===== src/rtl/core/ffaa_pkg.sv =====
// Shared types, defaults and status codes of the first-fit aligned allocator.
`default_nettype none
package ffaa_pkg;

	localparam int unsigned DEF_MAX_BLOCKS   = 64;
	localparam int unsigned DEF_HEADER_BYTES = 16;

	localparam int unsigned WORD_W  = 32;
	localparam int unsigned ALIGN_W = 16;

	typedef enum logic [2:0] {
		ST_NEW      = 3'd0,
		ST_REUSED   = 3'd1,
		ST_RELEASED = 3'd2,
		ST_MARKED   = 3'd3,
		ST_NULL     = 3'd4,
		ST_NO_SPACE = 3'd5,
		ST_UNKNOWN  = 3'd6
	} status_t;

	typedef enum logic {
		OP_ALLOC = 1'b0,
		OP_FREE  = 1'b1
	} op_t;

	// Request and response of the shared remainder unit.
	typedef struct packed {
		logic               start;
		logic [WORD_W-1:0]  dividend;
		logic [ALIGN_W-1:0] divisor;
	} mod_req_t;

	typedef struct packed {
		logic               done;
		logic [ALIGN_W-1:0] remainder;
	} mod_rsp_t;

endpackage
`default_nettype wire


===== src/rtl/core/ffaa_mod_unit.sv =====
// Bit-serial restoring remainder unit: 32-bit dividend modulo 16-bit divisor.
`default_nettype none
module ffaa_mod_unit import ffaa_pkg::*; (
	input  wire logic     clk,
	input  wire logic     arst_n,
	input  wire mod_req_t req,
	output mod_rsp_t      rsp
);

	logic [$clog2(WORD_W)-1:0] cnt_q;
	logic                      busy_q;
	logic                      done_q;
	logic [WORD_W-1:0]         dvd_q;
	logic [ALIGN_W-1:0]        div_q;
	logic [ALIGN_W-1:0]        rem_q;
	logic [ALIGN_W:0]          trial;
	logic [ALIGN_W-1:0]        rem_next;

	// Shift in one dividend bit, subtract the divisor when it fits.
	always_comb begin
		trial = {rem_q, dvd_q[WORD_W-1]};
		if (trial >= {1'b0, div_q}) begin
			rem_next = ALIGN_W'(trial - {1'b0, div_q});
		end else begin
			rem_next = trial[ALIGN_W-1:0];
		end
	end

	always_ff @(posedge clk or negedge arst_n) begin
		if (!arst_n) begin
			cnt_q  <= '0;
			busy_q <= 1'b0;
			done_q <= 1'b0;
		end else begin
			done_q <= 1'b0;
			if (req.start) begin
				busy_q <= 1'b1;
				cnt_q  <= '0;
			end else if (busy_q) begin
				cnt_q <= cnt_q + 1'b1;
				if (cnt_q == ($clog2(WORD_W))'(WORD_W - 1)) begin
					busy_q <= 1'b0;
					done_q <= 1'b1;
				end
			end
		end
	end

	// Hold operands; advance one quotient bit per cycle.
	always_ff @(posedge clk) begin
		if (req.start) begin
			dvd_q <= req.dividend;
			div_q <= req.divisor;
			rem_q <= '0;
		end else if (busy_q) begin
			dvd_q <= {dvd_q[WORD_W-2:0], 1'b0};
			rem_q <= rem_next;
		end
	end

	assign rsp.done      = done_q;
	assign rsp.remainder = rem_q;

endmodule
`default_nettype wire


===== config.mk =====
export PLATFORM = sky130hd
export DESIGN_NAME = ffaa_mod_unit
export DESIGN_NICKNAME = d
export VERILOG_FILES = /design/src/rtl/core/ffaa_pkg.sv /design/src/rtl/core/ffaa_mod_unit.sv
export SDC_FILE = /design/constraint.sdc
export NUM_CORES = 1
export LEC_CHECK = 0
export BUFFER_PORTS_ARGS = -buffer_cell sky130_fd_sc_hd__buf_4
export CAP_MARGIN = 20
export CELL_PAD_IN_SITES_DETAIL_PLACEMENT = 1
export CELL_PAD_IN_SITES_GLOBAL_PLACEMENT = 1
export CORE_UTILIZATION = 39
export CTS_BUF_LIST = sky130_fd_sc_hd__clkbuf_4 sky130_fd_sc_hd__clkbuf_8
export DETAILED_ROUTE_END_ITERATION = 8
export PLACE_DENSITY_LB_ADDON = 0.1
export SLEW_MARGIN = 10
export SYNTH_ARGS = -nofsm -noshare
export SYNTH_HDL_FRONTEND = slang
export SYNTH_SLANG_ARGS = --single-unit

===== constraint.sdc =====
create_clock -name clk -period 3.32 [get_ports clk]
set_input_delay 0.332 -clock clk [delete_from_list [all_inputs] [get_ports clk]]
set_output_delay 0.332 -clock clk [all_outputs]
set_load 0.02 [all_outputs]

# After elaboration in Yosys (flattened, before gate mapping)
# Cells that the tools add are included.
op_classes:
  addsub: 2
  n_reduce_logical: 1
  order_cmp: 1
  muxes: 11
  n_eq_ne: 1
op_table:
  columns: ["op", "n"]
  rows:
  - ["32-bit 2-to-1 mux", 2]
  - ["17-bit by 16-bit >= comparator with 1-bit output", 1]
  - ["16-bit 2-to-1 mux", 1]
  - ["16-bit subtractor", 1]
  - ["5-bit 2-to-1 mux", 2]
  - ["1-bit 2-to-1 mux", 6]
  - ["5-bit by 1-bit adder with 5-bit output, second input constant", 1]
  - ["5-bit == test, second input constant", 1]
  - ["2-bit nonzero test", 1]
totals:
  register_bits: 71
  out_inout_bits: 17
  wordCells: 22
  in_bits: 51

# Longest topological paths before layout
# Gate-level depths: netlist of the first run.
logic_depth:
  ltp_word: 4
  depth_mapped: 10
  depth_no_buf: 10

# Least setup slack after synthesis of the first run
# Ideal clock, no wire load.
synth_path:
  kind: "register to register"
  startpoint: "register rem_q[5]"
  endpoint: "register rem_q[13]"
  setup_slack_ns: 0.798
  path_buffers: 1
  synth_period_minus_slack_ns: 2.522
  arrival_time_ns: 2.419
  path_stages_with_launch: 9
  t_required_ns: 3.217
  setup_ns: 0.103
  cell_sequence: "dfxtp_1 ha_1 buf_2 nand4_1 or3_4 o41ai_4 mux2i_1 mux2i_1 a2111oi_2"
synth_between:
  elab_chain_len: 2
  word_cells_on_any_way: 3
  classes_between: "1 x add/sub; 1 x order compare; 1 x mux"
synth_lines:
  columns: ["element", "line", "source"]
  rows:
  - ["from (decl)", "ffaa_mod_unit.sv:15", "logic [ALIGN_W-1:0] rem_q;"]
  - ["from (signal assigned)", "ffaa_mod_unit.sv:57", "rem_q <= rem_next;"]
  - ["16-bit subtractor / 17-bit by 16-bit >= comparator with 1-bit output (equally long branches)", "ffaa_mod_unit.sv:23, ffaa_mod_unit.sv:22", null]
  - ["16-bit 2-to-1 mux *", "ffaa_mod_unit.sv:22", "if (trial >= {1'b0, div_q}) begin"]
# Every way passes the cells marked *; elsewhere a longest branch is shown, timed or not.
# A chain may end at the register's enable or synchronous reset.

# Worst setup path in the final report of the first run
layout_path:
  startpoint: "register div_q[6]"
  endpoint: "register rem_q[13]"
layout_between:
  elab_chain_len: 2
  word_cells_on_any_way: 3
  classes_between: "1 x add/sub; 1 x order compare; 1 x mux"
layout_lines:
  columns: ["element", "line", "source"]
  rows:
  - ["from (decl)", "ffaa_mod_unit.sv:14", "logic [ALIGN_W-1:0] div_q;"]
  - ["from (signal assigned)", "ffaa_mod_unit.sv:53", "div_q <= req.divisor;"]
  - ["16-bit subtractor / 17-bit by 16-bit >= comparator with 1-bit output (equally long branches)", "ffaa_mod_unit.sv:23, ffaa_mod_unit.sv:22", null]
  - ["16-bit 2-to-1 mux *", "ffaa_mod_unit.sv:22", null]
# Marks and branches as above.

==> results.md, run 1 <==
* Post-synth net total at approximately 400
* Pin count of the biggest net entering global routing at 47
* CTS Root Cell: clkbuf_8
* Final GP Congestion at ~0.83
* WP data required at about 3.6 ns
* Post-synthesis mux area share at between 10% and 20%
* Tot Pwr at 3.57 mW
* Status: completed
* Max FO, Critical Path at 13
* First-pass GRT wire length at ~15000 um
* Fill cell count at about 1100
* Worst Path Arrival at between 2 and 3 ns
* Synth top area share at 37.5%
* DRT iter0 DRCs at a little over 100
* Vias in the first global route at a little over 3000
* Max_slew headroom at about three fifths
* HPWL after DPL at about 6400 um
* Met1 Resource Use GR at 23.9%
* Total gr overflow at 0
* Setup_tns at 0 ns
* FP Rows at 35
* CTS sink cnt at 71
* Worst skew pair latency at around 0.36 ns
* Syn Area/Cell at approximately 11 um2
* DRT Pass-1 Iters at 4
* Xor-xnor portion of the synthesized cell area at around 2.7%
* Multi-input logic area at about 1700 um2
* Yosys cell types at 53
* Nets at 475
* Avg WL per Cell at about 17 um
* Drt via density at 5.34
* Register area share after synthesis at around half
* Area delta synth->final at 22.0%
* Busiest layer in global routing: met2
* Initial Util at between 40 and 50%
* Delay-heaviest family, CP: simple AND/OR/NAND/NOR gates
* Via count at about 2900
* Pins Over Slew Limit at 0
* H-tree Lvls at 3
* Period minus WS final at between 2 and 3 ns
* Slowest CP cell: o41ai_4
* Port bufs at between 60 and 70
* Placed insts at between 500 and 600
* Post-synthesis register bit count at between 70 and 80
* Num CTS Buffers at 9
* Static Leakage at ~2.0 nW
* FF/Latch Area at around 1900 um2
* Power per cell area at ~760 nW/um2
* EDFF count, synth at 48
* CTS resizes at 0
* Top_reg_cell synth: edfxtp_1
* Largest family of logic cells by synthesized area: compound AO/OA/AOI/OAI gates
* Synthesized netlist cell count at around 340
* CTS tree: done
* Die height at approximately 100 um
* Synthesized area at 3840 um2
* Cell Area, Placed at about 4500 um2
* Yosys warning count at 0
* Layout Skew at 0.0150 ns
* Reg clk slew, reported paths at ~0.090 ns
* Worst setup SP type: flip-flop
* Total GRT Usage at between 10% and 20%
* Most common cell after layout, fill and taps aside: buf_4
* ANT cells at 0
* Synth Area in Compound Gates at between 15 and 20%
* Hold Crit Class: in2reg
* Worst setup EP type: flip-flop
* MaxCap Viol Count at 0
* FFs w/ async S/R, synth at between 9 and 10%
* Final ANT Viol Nets at 0
* Setup ws final at between 0.6 and 0.7 ns
* Final period util at 80.2%
* Met3 Resource Use GR at under 10%
* Met2 Use GR at 32.7%
* Most frequent cells in the layout: 74 x buf_4, 48 x edfxtp_1, 31 x mux2_2
* Placement Setup Slack at 0.657 ns
* Finished Layout Cells at between 500 and 600
* Die width at between 100 and 150 um
* Crit path buffers/inverters at 2
* Post-Synth Simple-Gate Area at around a tenth
* Layout cells sized above 1 at 32.4%
* Non-Filler Cell Area, Final at approximately 4700 um2
* CTS max path bufs at 2
* Area contributors post-synth: edfxtp_1 37%, mux2_2 9.1%, dfxtp_1 8.3%
* DR DRC count at 0
* R2R setup slack at 0.66 ns
* Cell taking the most area after synthesis: edfxtp_1
* Core Area at approximately 9400 um2
* Worst vdd ir at between 0.3 and 0.4 mV
* DRT Wirelength at around 9000 um
* Max incr delay on CP at about 0.45 ns
* Least-Margin Pin Slew at roughly 0.6 ns
* Die ar. at just over 10000 um2
* Max frequency at 375 MHz
* Initial antenna violation count at 0
* RSZ-0062 raised after global routing: false
* I/O pin count at just under 70
* CP Cell Sequence: inv_1 -> ha_1 -> nand4_1 -> or3_4 -> o41ai_4 -> buf_4 -> or2b_1 -> mux2i_1 -> a2111oi_2
* Adder-cell area share of the yosys netlist at under 10%
* # setup viols final at 0
* Hold Violations, Final at 0
* Crit path kind: reg2reg
==> worst register-to-register path, stage by stage (launching register included) <==
cell,delay (ns)
edfxtp_1,0.33
inv_1,0.04
ha_1,0.39
nand4_1,0.16
or3_4,0.43
o41ai_4,0.45
buf_4,0.27
or2b_1,0.25
mux2i_1,0.16
a2111oi_2,0.08
==> routing by layer <==
metal | share of wire, % | up-vias
met1 | 46 | 1428
met5 | 0 | -
met2 | 49 | 46
met3 | 4.3 | 8
li1 | - | 1395
met4 | 0.98 | 0
==> cell type report <==
cell class / instances / share of cell area [%]
flip-flops and latches: 71 / 41.3
multi-input cells: 226 / 37.2
repair buffers: 75 / 12.1
well taps: 129 / 3.44
clock buffers: 10 / 2.80
inverters: 22 / 1.76
clock inverters: 6 / 1.49
==> flip-flops by register name (all words and copies together) (netlist names) <==
register / cells
dvd_q: 32
div_q: 16
rem_q: 16
cnt_q: 5
busy_q: 1
done_q: 1
==> cells in the mapped netlist, drive strengths merged, types with 2 or more instances <==
| library cell | instances |
|---|---|
| edfxtp | 48 |
| mux2 | 31 |
| nor2 | 28 |
| nand2 | 23 |
| inv | 22 |
| ha | 18 |
| a21oi | 17 |
| dfxtp | 16 |
| buf | 13 |
| dfrtp | 7 |
| o21ai | 7 |
| xor2 | 7 |
| a211oi | 6 |
| a21o | 6 |
| nand3 | 6 |
| nor4 | 6 |
| o21bai | 6 |
| a31o | 5 |
| mux2i | 5 |
| o41ai | 5 |
| xnor2 | 5 |
| and3 | 4 |
| o311a | 4 |
| a311oi | 3 |
| clkbuf | 3 |
| nand2b | 3 |
| nor3 | 3 |
| o211ai | 3 |
| o21a | 3 |
| and2 | 2 |
| nand4 | 2 |
| o221ai | 2 |
==> power breakdown <==
| group | switching (mW) | internal (mW) |
|---|---|---|
| combinational | 0.890 | 0.713 |
| clock | 0.364 | 0.359 |
| sequential | 0.135 | 1.10 |
| total | 1.39 | 2.18 |
==> timing repair <==
| action | 4_1_cts | 5_1_grt |
|---|---|---|
| hold endpoints to repair | 7 | 0 |
| hold buffers | 1 | 0 |
| buffers inserted | 0 | 0 |
==> path summary, 6_finish.rpt <==
path / cells after the start / from / to
worst max-delay path: 9 / div_q[6]$_DFFE_PP_ / rem_q[13]$_SDFFE_PP0P_
worst min-delay path: 1 / req[0] / div_q[0]$_DFFE_PP_
worst max register to register: 9 / div_q[6]$_DFFE_PP_ / rem_q[13]$_SDFFE_PP0P_
worst min register to register: 2 / rem_q[7]$_SDFFE_PP0P_ / rem_q[7]$_SDFFE_PP0P_
max in group asynchronous: 2 / arst_n / busy_q$_DFF_PN0_
min in group asynchronous: 2 / arst_n / cnt_q[3]$_DFFE_PN0P_
==> cell families (layout without fill, tap and decap cells) <==
family | count (synthesis) | count (layout)
multiplexers | 36 | 36
adder cells (fa/ha/maj) | 19 | 19
buffers and inverters | 38 | 113
XOR/XNOR | 12 | 12
flip-flops | 71 | 71
AND/OR/NAND/NOR | 83 | 83
AO/OA/AOI/OAI | 76 | 76
==> stage by stage <==
stage / utilization, % / hold slack [ns]
global placement: 47.6 / 0.149
floorplan: - / 0.0364
finish: 49.8 / 0.144
detailed placement: 47.6 / 0.153
global route: 49.8 / 0.124
CTS: 49.8 / 0.129
(Power assumes the default switching activity.)
==> inputs of run 2 (changes only) <==
- clock period: 3.32 -> 2.3 ns (I/O delays scaled with it)
==> results.md, run 2 (synthesized netlist as in run 1, its figures left out) <==
* Finished Layout Cells at 589 (+9.3%)
* ANT cells at 0 (unchanged)
* DRT Wirelength at 10200 um (+14%)
* Period minus WS final at 2.31 ns (-0.349 ns)
* FF/Latch Area at 1940 um2 (about the same)
* I/O pin count at 68 (unchanged)
* Area delta synth->final at 37.2%
* Via count at 3061 (+6.4%)
* Worst setup SP type: flip-flop
* Initial Util at 40.8% (unchanged)
* Most frequent cells in the layout: 121 x buf_4, 48 x edfxtp_1, 31 x mux2_2
* DRT Pass-1 Iters at 4 (unchanged)
* Failing checks: negative setup slack
* Least-Margin Pin Slew at 0.635 ns (+0.0206 ns)
* Max FO, Critical Path at 3 (-10)
* H-tree Lvls at 3 (unchanged)
* Top Registers: dvd_q x32, div_q x16, rem_q x16
* DR DRC count at 0 (unchanged)
* Layout Skew at 0.0134 ns (-0.00163 ns)
* Fill cell count at 1016 (-3.3%)
* Die ar. at 10300 um2 (unchanged)
* Worst Path Arrival at 2.56 ns (-0.33 ns)
* Nets at 525 (+11%)
* Die height at 101 um (unchanged)
* Power per cell area at 1170 nW/um2 (+53%)
* Worst skew pair latency at 0.35 ns (about the same)
* Max FFs per register at 32 (unchanged)
* Pin count of the biggest net entering global routing at 33 (-30%)
* Core Area at 9420 um2 (unchanged)
* # setup viols final at 1 (+1)
* Vias in the first global route at 3294 (+7.8%)
* Non-Filler Cell Area, Final at 5280 um2 (+12%)
* WP data required at 2.55 ns (-1.00 ns)
* CTS tree: done
* Total GRT Usage at 21.0% (+1.8 points)
* Final period util at 101% (+20 points)
* CTS max path bufs at 2 (unchanged)
* Hold Violations, Final at 0 (unchanged)
* FP Rows at 35 (unchanged)
* RSZ-0062 raised after global routing: true
* CTS Root Cell: clkbuf_8
* First-pass GRT wire length at 16400 um (+8.7%)
* HPWL after DPL at 7250 um (+14%)
* Crit path kind: reg2reg
* Port bufs at 67 (unchanged)
* Pins Over Slew Limit at 0 (unchanged)
* Die width at 101 um (unchanged)
* Reg clk slew, reported paths at 0.09 ns (about the same)
* Drt via density at 5.20 (-2.6%)
* Max frequency at 432 MHz (+15%)
* Multi-input logic area at 1910 um2 (+9.3%)
* Reg with most FFs: dvd_q
* Cell Area, Placed at 4860 um2 (+8.4%)
* Max_slew headroom at 57.5% (-1.1 points)
* Static Leakage at 2.31 nW (+13%)
* Placed insts at 569 (+9.0%)
* Hold Crit Class: in2reg
* Num CTS Buffers at 9 (unchanged)
* Final ANT Viol Nets at 0 (unchanged)
* Worst setup EP type: flip-flop
* Total gr overflow at 0 (unchanged)
* Initial antenna violation count at 0 (unchanged)
* Util after Layout at 56.0% (+6.2 points)
* Status: complete, but fails checks
* Avg WL per Cell at 17.3 um (+4.2%)
* CTS sink cnt at 71 (unchanged)
* Worst vdd ir at 0.465 mV (+53%)
* DRT iter0 DRCs at 100 (-0.99%)
* Setup ws final at -0.0143 ns (-0.671 ns)
* Most common cell after layout, fill and taps aside: buf_4
* Final GP Congestion at 0.890 (+7.8%)
* MaxCap Viol Count at 0 (unchanged)
* Layout cells sized above 1 at 46.1% (+14 points)
[run 2: changes by cell type in the layout (fill, tap and decap cells not counted), sizes merged]
cell / change
buf: +50
clkinvlp: -2
bufinv: +1
inv: +1
[run 2: area by class of cell]
class                           instances  area share, %
Clock inverter                          6           1.78
Multi-Input combinational cell        226           36.1
Timing Repair Buffer                  125           18.2
Sequential cell                        71           36.7
Inverter                               22           1.57
Clock buffer                           10           2.49
Tap cell                              129           3.06
[run 2: stage by stage]
| stage | hold slack [ns] | power [mW] | TNS (ns) | worst slack, ns |
|---|---|---|---|---|
| after global placement | 0.0467 | 4.58 | -0.0839 | -0.0449 |
| after CTS | 0.0401 | 5.98 | -0.125 | -0.0269 |
| after detailed placement | 0.0509 | 4.66 | -0.936 | -0.129 |
| after global routing | 0.0323 | 6.53 | -0.771 | -0.138 |
| final | 0.0511 | 6.15 | -0.0143 | -0.0143 |
| after floorplan | -0.0656 | 3.47 | -0.0482 | -0.0446 |
[run 2: final timing paths]
kind,startpoint,end,slack [ns],cells after the start
max,dvd_q[31]$_DFFE_PP_,rem_q[10]$_SDFFE_PP0P_,-0.01,11
min,req[9],div_q[9]$_DFFE_PP_,0.05,1
max reg2reg,dvd_q[31]$_DFFE_PP_,rem_q[10]$_SDFFE_PP0P_,-0.01,11
min reg2reg,cnt_q[4]$_DFFE_PN0P_,cnt_q[4]$_DFFE_PN0P_,0.55,2
max in group asynchronous,arst_n,done_q$_DFF_PN0_,1.96,2
min in group asynchronous,arst_n,cnt_q[2]$_DFFE_PN0P_,0.21,2
[run 2: where the power goes]
part / leakage (nW) / internal [mW] / total, mW / switching, mW
clock network: 0.111 / 0.633 / 1.16 / 0.530
registers: 0.719 / 1.59 / 1.75 / 0.156
logic: 1.48 / 1.61 / 3.24 / 1.62
total: 2.31 / 3.84 / 6.15 / 2.31
[run 2: critical path, cell delays in order (launching register included)]
cell	delay, ns
edfxtp_1	0.39
inv_1	0.07
ha_2	0.17
inv_2	0.04
fa_2	0.36
a21o_1	0.20
a221oi_2	0.21
buf_4	0.16
nand3b_1	0.15
nand2b_1	0.08
xor2_1	0.15
a31o_2	0.24
[run 2: timing repair]
item                                    in CTS  in global routing
resized for setup                           14                 16
hold buffers                                 1                  0
setup buffers                                2                  2
pin swaps                                   14                  8
hold endpoints to repair                     7                  0
endpoints found under the setup margin      15                 16
[run 2: metal layers]
layer,share of wire (%),vias up,GRT usage (%)
met5,0,-,0
met4,1.3,0,6.91
li1,-,1489,-
met1,42,1498,25.8
met3,4.1,10,4.28
met2,52,64,36.7
==> inputs of run 3 (changes only) <==
- clock period: 2.3 -> 2.5 ns (I/O delays scaled with it)
==> results.md, run 3 (synthesized netlist as in run 1, its figures left out) <==
* First-pass GRT wire length at 15600 um (-4.4%)
* Non-Filler Cell Area, Final at 4970 um2 (-5.8%)
* Met2 Routed Length at 4800 um (-10%)
* Util after Layout at 52.8% (-3.3 points)
* Hold path startpoint: req[12]
* Core Area at 9420 um2 (unchanged)
* Most frequent cells in the layout: 98 x buf_4, 48 x edfxtp_1, 31 x mux2_2
* Met3 routed wirelength at 413 um (-0.24%)
* Total GRT Usage at 20.5% (-0.46 points)
* Cell Area, Placed at 4670 um2 (-3.9%)
* CTS sink cnt at 71 (unchanged)
* Avg WL per Cell at 17.2 um (-0.59%)
* DRT Wirelength at 9710 um (-4.8%)
* Initial antenna violation count at 0 (unchanged)
* Total gr overflow at 0 (unchanged)
* DRT Pass-1 Iters at 4 (unchanged)
* Final ANT Viol Nets at 0 (unchanged)
* Worst setup EP type: flip-flop
* WP data required at 2.75 ns (+0.20 ns)
* Num CTS Buffers at 9 (unchanged)
* H-tree Lvls at 3 (unchanged)
* FP Rows at 35 (unchanged)
* Met1 wire length at 4290 um (-0.67%)
* Final GP Congestion at 0.800 (-10%)
* Uppermost layer routed: met4
* Placement Setup Slack at -0.148 ns (-0.0186 ns)
* CTS max path bufs at 2 (unchanged)
* FF/Latch Area at 1940 um2 (about the same)
* Initial Util at 40.8% (unchanged)
* Most common cell after layout, fill and taps aside: buf_4
* Worst setup SP type: flip-flop
* Hold Crit Class: in2reg
* Layout cells sized above 1 at 37.9% (-8.2 points)
* Worst Path Arrival at 2.64 ns (+0.08 ns)
* Pin count of the biggest net entering global routing at 55 (+67%)
* Top Registers: dvd_q x32, div_q x16, rem_q x16
* ANT cells at 0 (unchanged)
* Period minus WS final at 2.39 ns (+0.0734 ns)
* Drt via density at 5.30 (+1.9%)
* Static Leakage at 2.18 nW (-5.7%)
* Nets at 500 (-4.8%)
* Die ar. at 10300 um2 (unchanged)
* Port bufs at 67 (unchanged)
* Reg with most FFs: dvd_q
* Crit path kind: reg2reg
* Layout Skew at 0.0100 ns (-0.00334 ns)
* # setup viols final at 0 (-1)
* Final period util at 95.5% (-5.1 points)
* Max FO, Critical Path at 5 (+2)
* Worst setup startpoint: rem_q[9]$_SDFFE_PP0P_
* Reg clk slew, reported paths at 0.08 ns (about the same)
* CTS Root Cell: clkbuf_8
* Fill cell count at 1026 (+0.98%)
* Die height at 101 um (unchanged)
* Via count at 2987 (-2.4%)
* R2R setup slack at 0.11 ns (+0.13 ns)
* Die width at 101 um (unchanged)
* Setup_tns at 0 ns (+0.0143 ns)
* Max_slew headroom at 59.0% (+1.6 points)
* CTS tree: done
* Power per cell area at 1050 nW/um2 (-9.6%)
* Setup ws final at 0.112 ns (+0.127 ns)
* MaxCap Viol Count at 0 (unchanged)
* Status: completed
* Worst vdd ir at 0.470 mV (+1.1%)
* Worst skew pair latency at 0.36 ns (about the same)
* Max FFs per register at 32 (unchanged)
* Max frequency at 419 MHz (-3.1%)
* Vias in the first global route at 3076 (-6.6%)
* HPWL after DPL at 6960 um (-4.0%)
* Worst R2R Start: rem_q[9]$_SDFFE_PP0P_
* Pins Over Slew Limit at 0 (unchanged)
* Least-Margin Pin Slew at 0.608 ns (-0.0276 ns)
* DRT iter0 DRCs at 145 (+45%)
* Area delta synth->final at 29.2%
* Hold Violations, Final at 0 (unchanged)
* I/O pin count at 68 (unchanged)
* Multi-input logic area at 1810 um2 (-5.2%)
* DR DRC count at 0 (unchanged)
-- run 3: power breakdown --
group | internal, mW | switching (mW)
combinational | 1.22 | 1.33
clock | 0.555 | 0.475
sequential | 1.47 | 0.186
-- run 3: path summary, 6_finish.rpt --
kind                                           to  cells after the start
setup / recovery           rem_q[13]$_SDFFE_PP0P_                      7
hold / removal                div_q[12]$_DFFE_PP_                      1
setup reg to reg           rem_q[13]$_SDFFE_PP0P_                      7
hold reg to reg             rem_q[6]$_SDFFE_PP0P_                      2
max in group asynchronous    cnt_q[1]$_DFFE_PN0P_                      2
min in group asynchronous    cnt_q[2]$_DFFE_PN0P_                      2
-- run 3: repair_timing --
| action | CTS | global route |
|---|---|---|
| endpoints found under the hold margin | 7 | 0 |
| setup endpoints to repair | 9 | 5 |
| buffers inserted | 0 | 2 |
| resized for setup | 2 | 10 |
| hold buffers | 1 | 0 |
| pin swaps | 0 | 5 |
-- run 3: stage by stage --
stage	std cells	total power, mW	hold slack (ns)
2_1_floorplan	335	3.17	-0.0456
3_3_place_gp	545	4.03	0.0674
3_5_place_dp	545	4.07	0.0716
4_1_cts	562	5.13	0.0405
5_1_grt	564	5.56	0.0433
6_report	564	5.23	0.0618
-- run 3: layout make-up --
| class | count | area share (%) |
|---|---|---|
| Sequential cell | 71 | 39.0 |
| Inverter | 22 | 1.66 |
| Clock buffer | 9 | 2.49 |
| Timing Repair Buffer | 100 | 15.4 |
| Multi-Input combinational cell | 226 | 36.4 |
| Tap cell | 129 | 3.25 |
| Clock inverter | 7 | 1.76 |
-- run 3: worst max-delay path, cell delays in order, from the launching register on --
cell and delay, ns:
dfxtp_1 0.38, ha_4 0.33, nand2_1 0.09, or3_4 0.41
o41ai_4 0.42, mux2i_1 0.23, mux2i_1 0.11, a2111oi_2 0.32
-- run 3: routing by layer --
layer  global-route usage (%)  up-vias
li1                         -     1435
met1                     25.8     1467
met2                     34.1       70
met3                     3.66       15
met4                     9.92        0
met5                        0        -
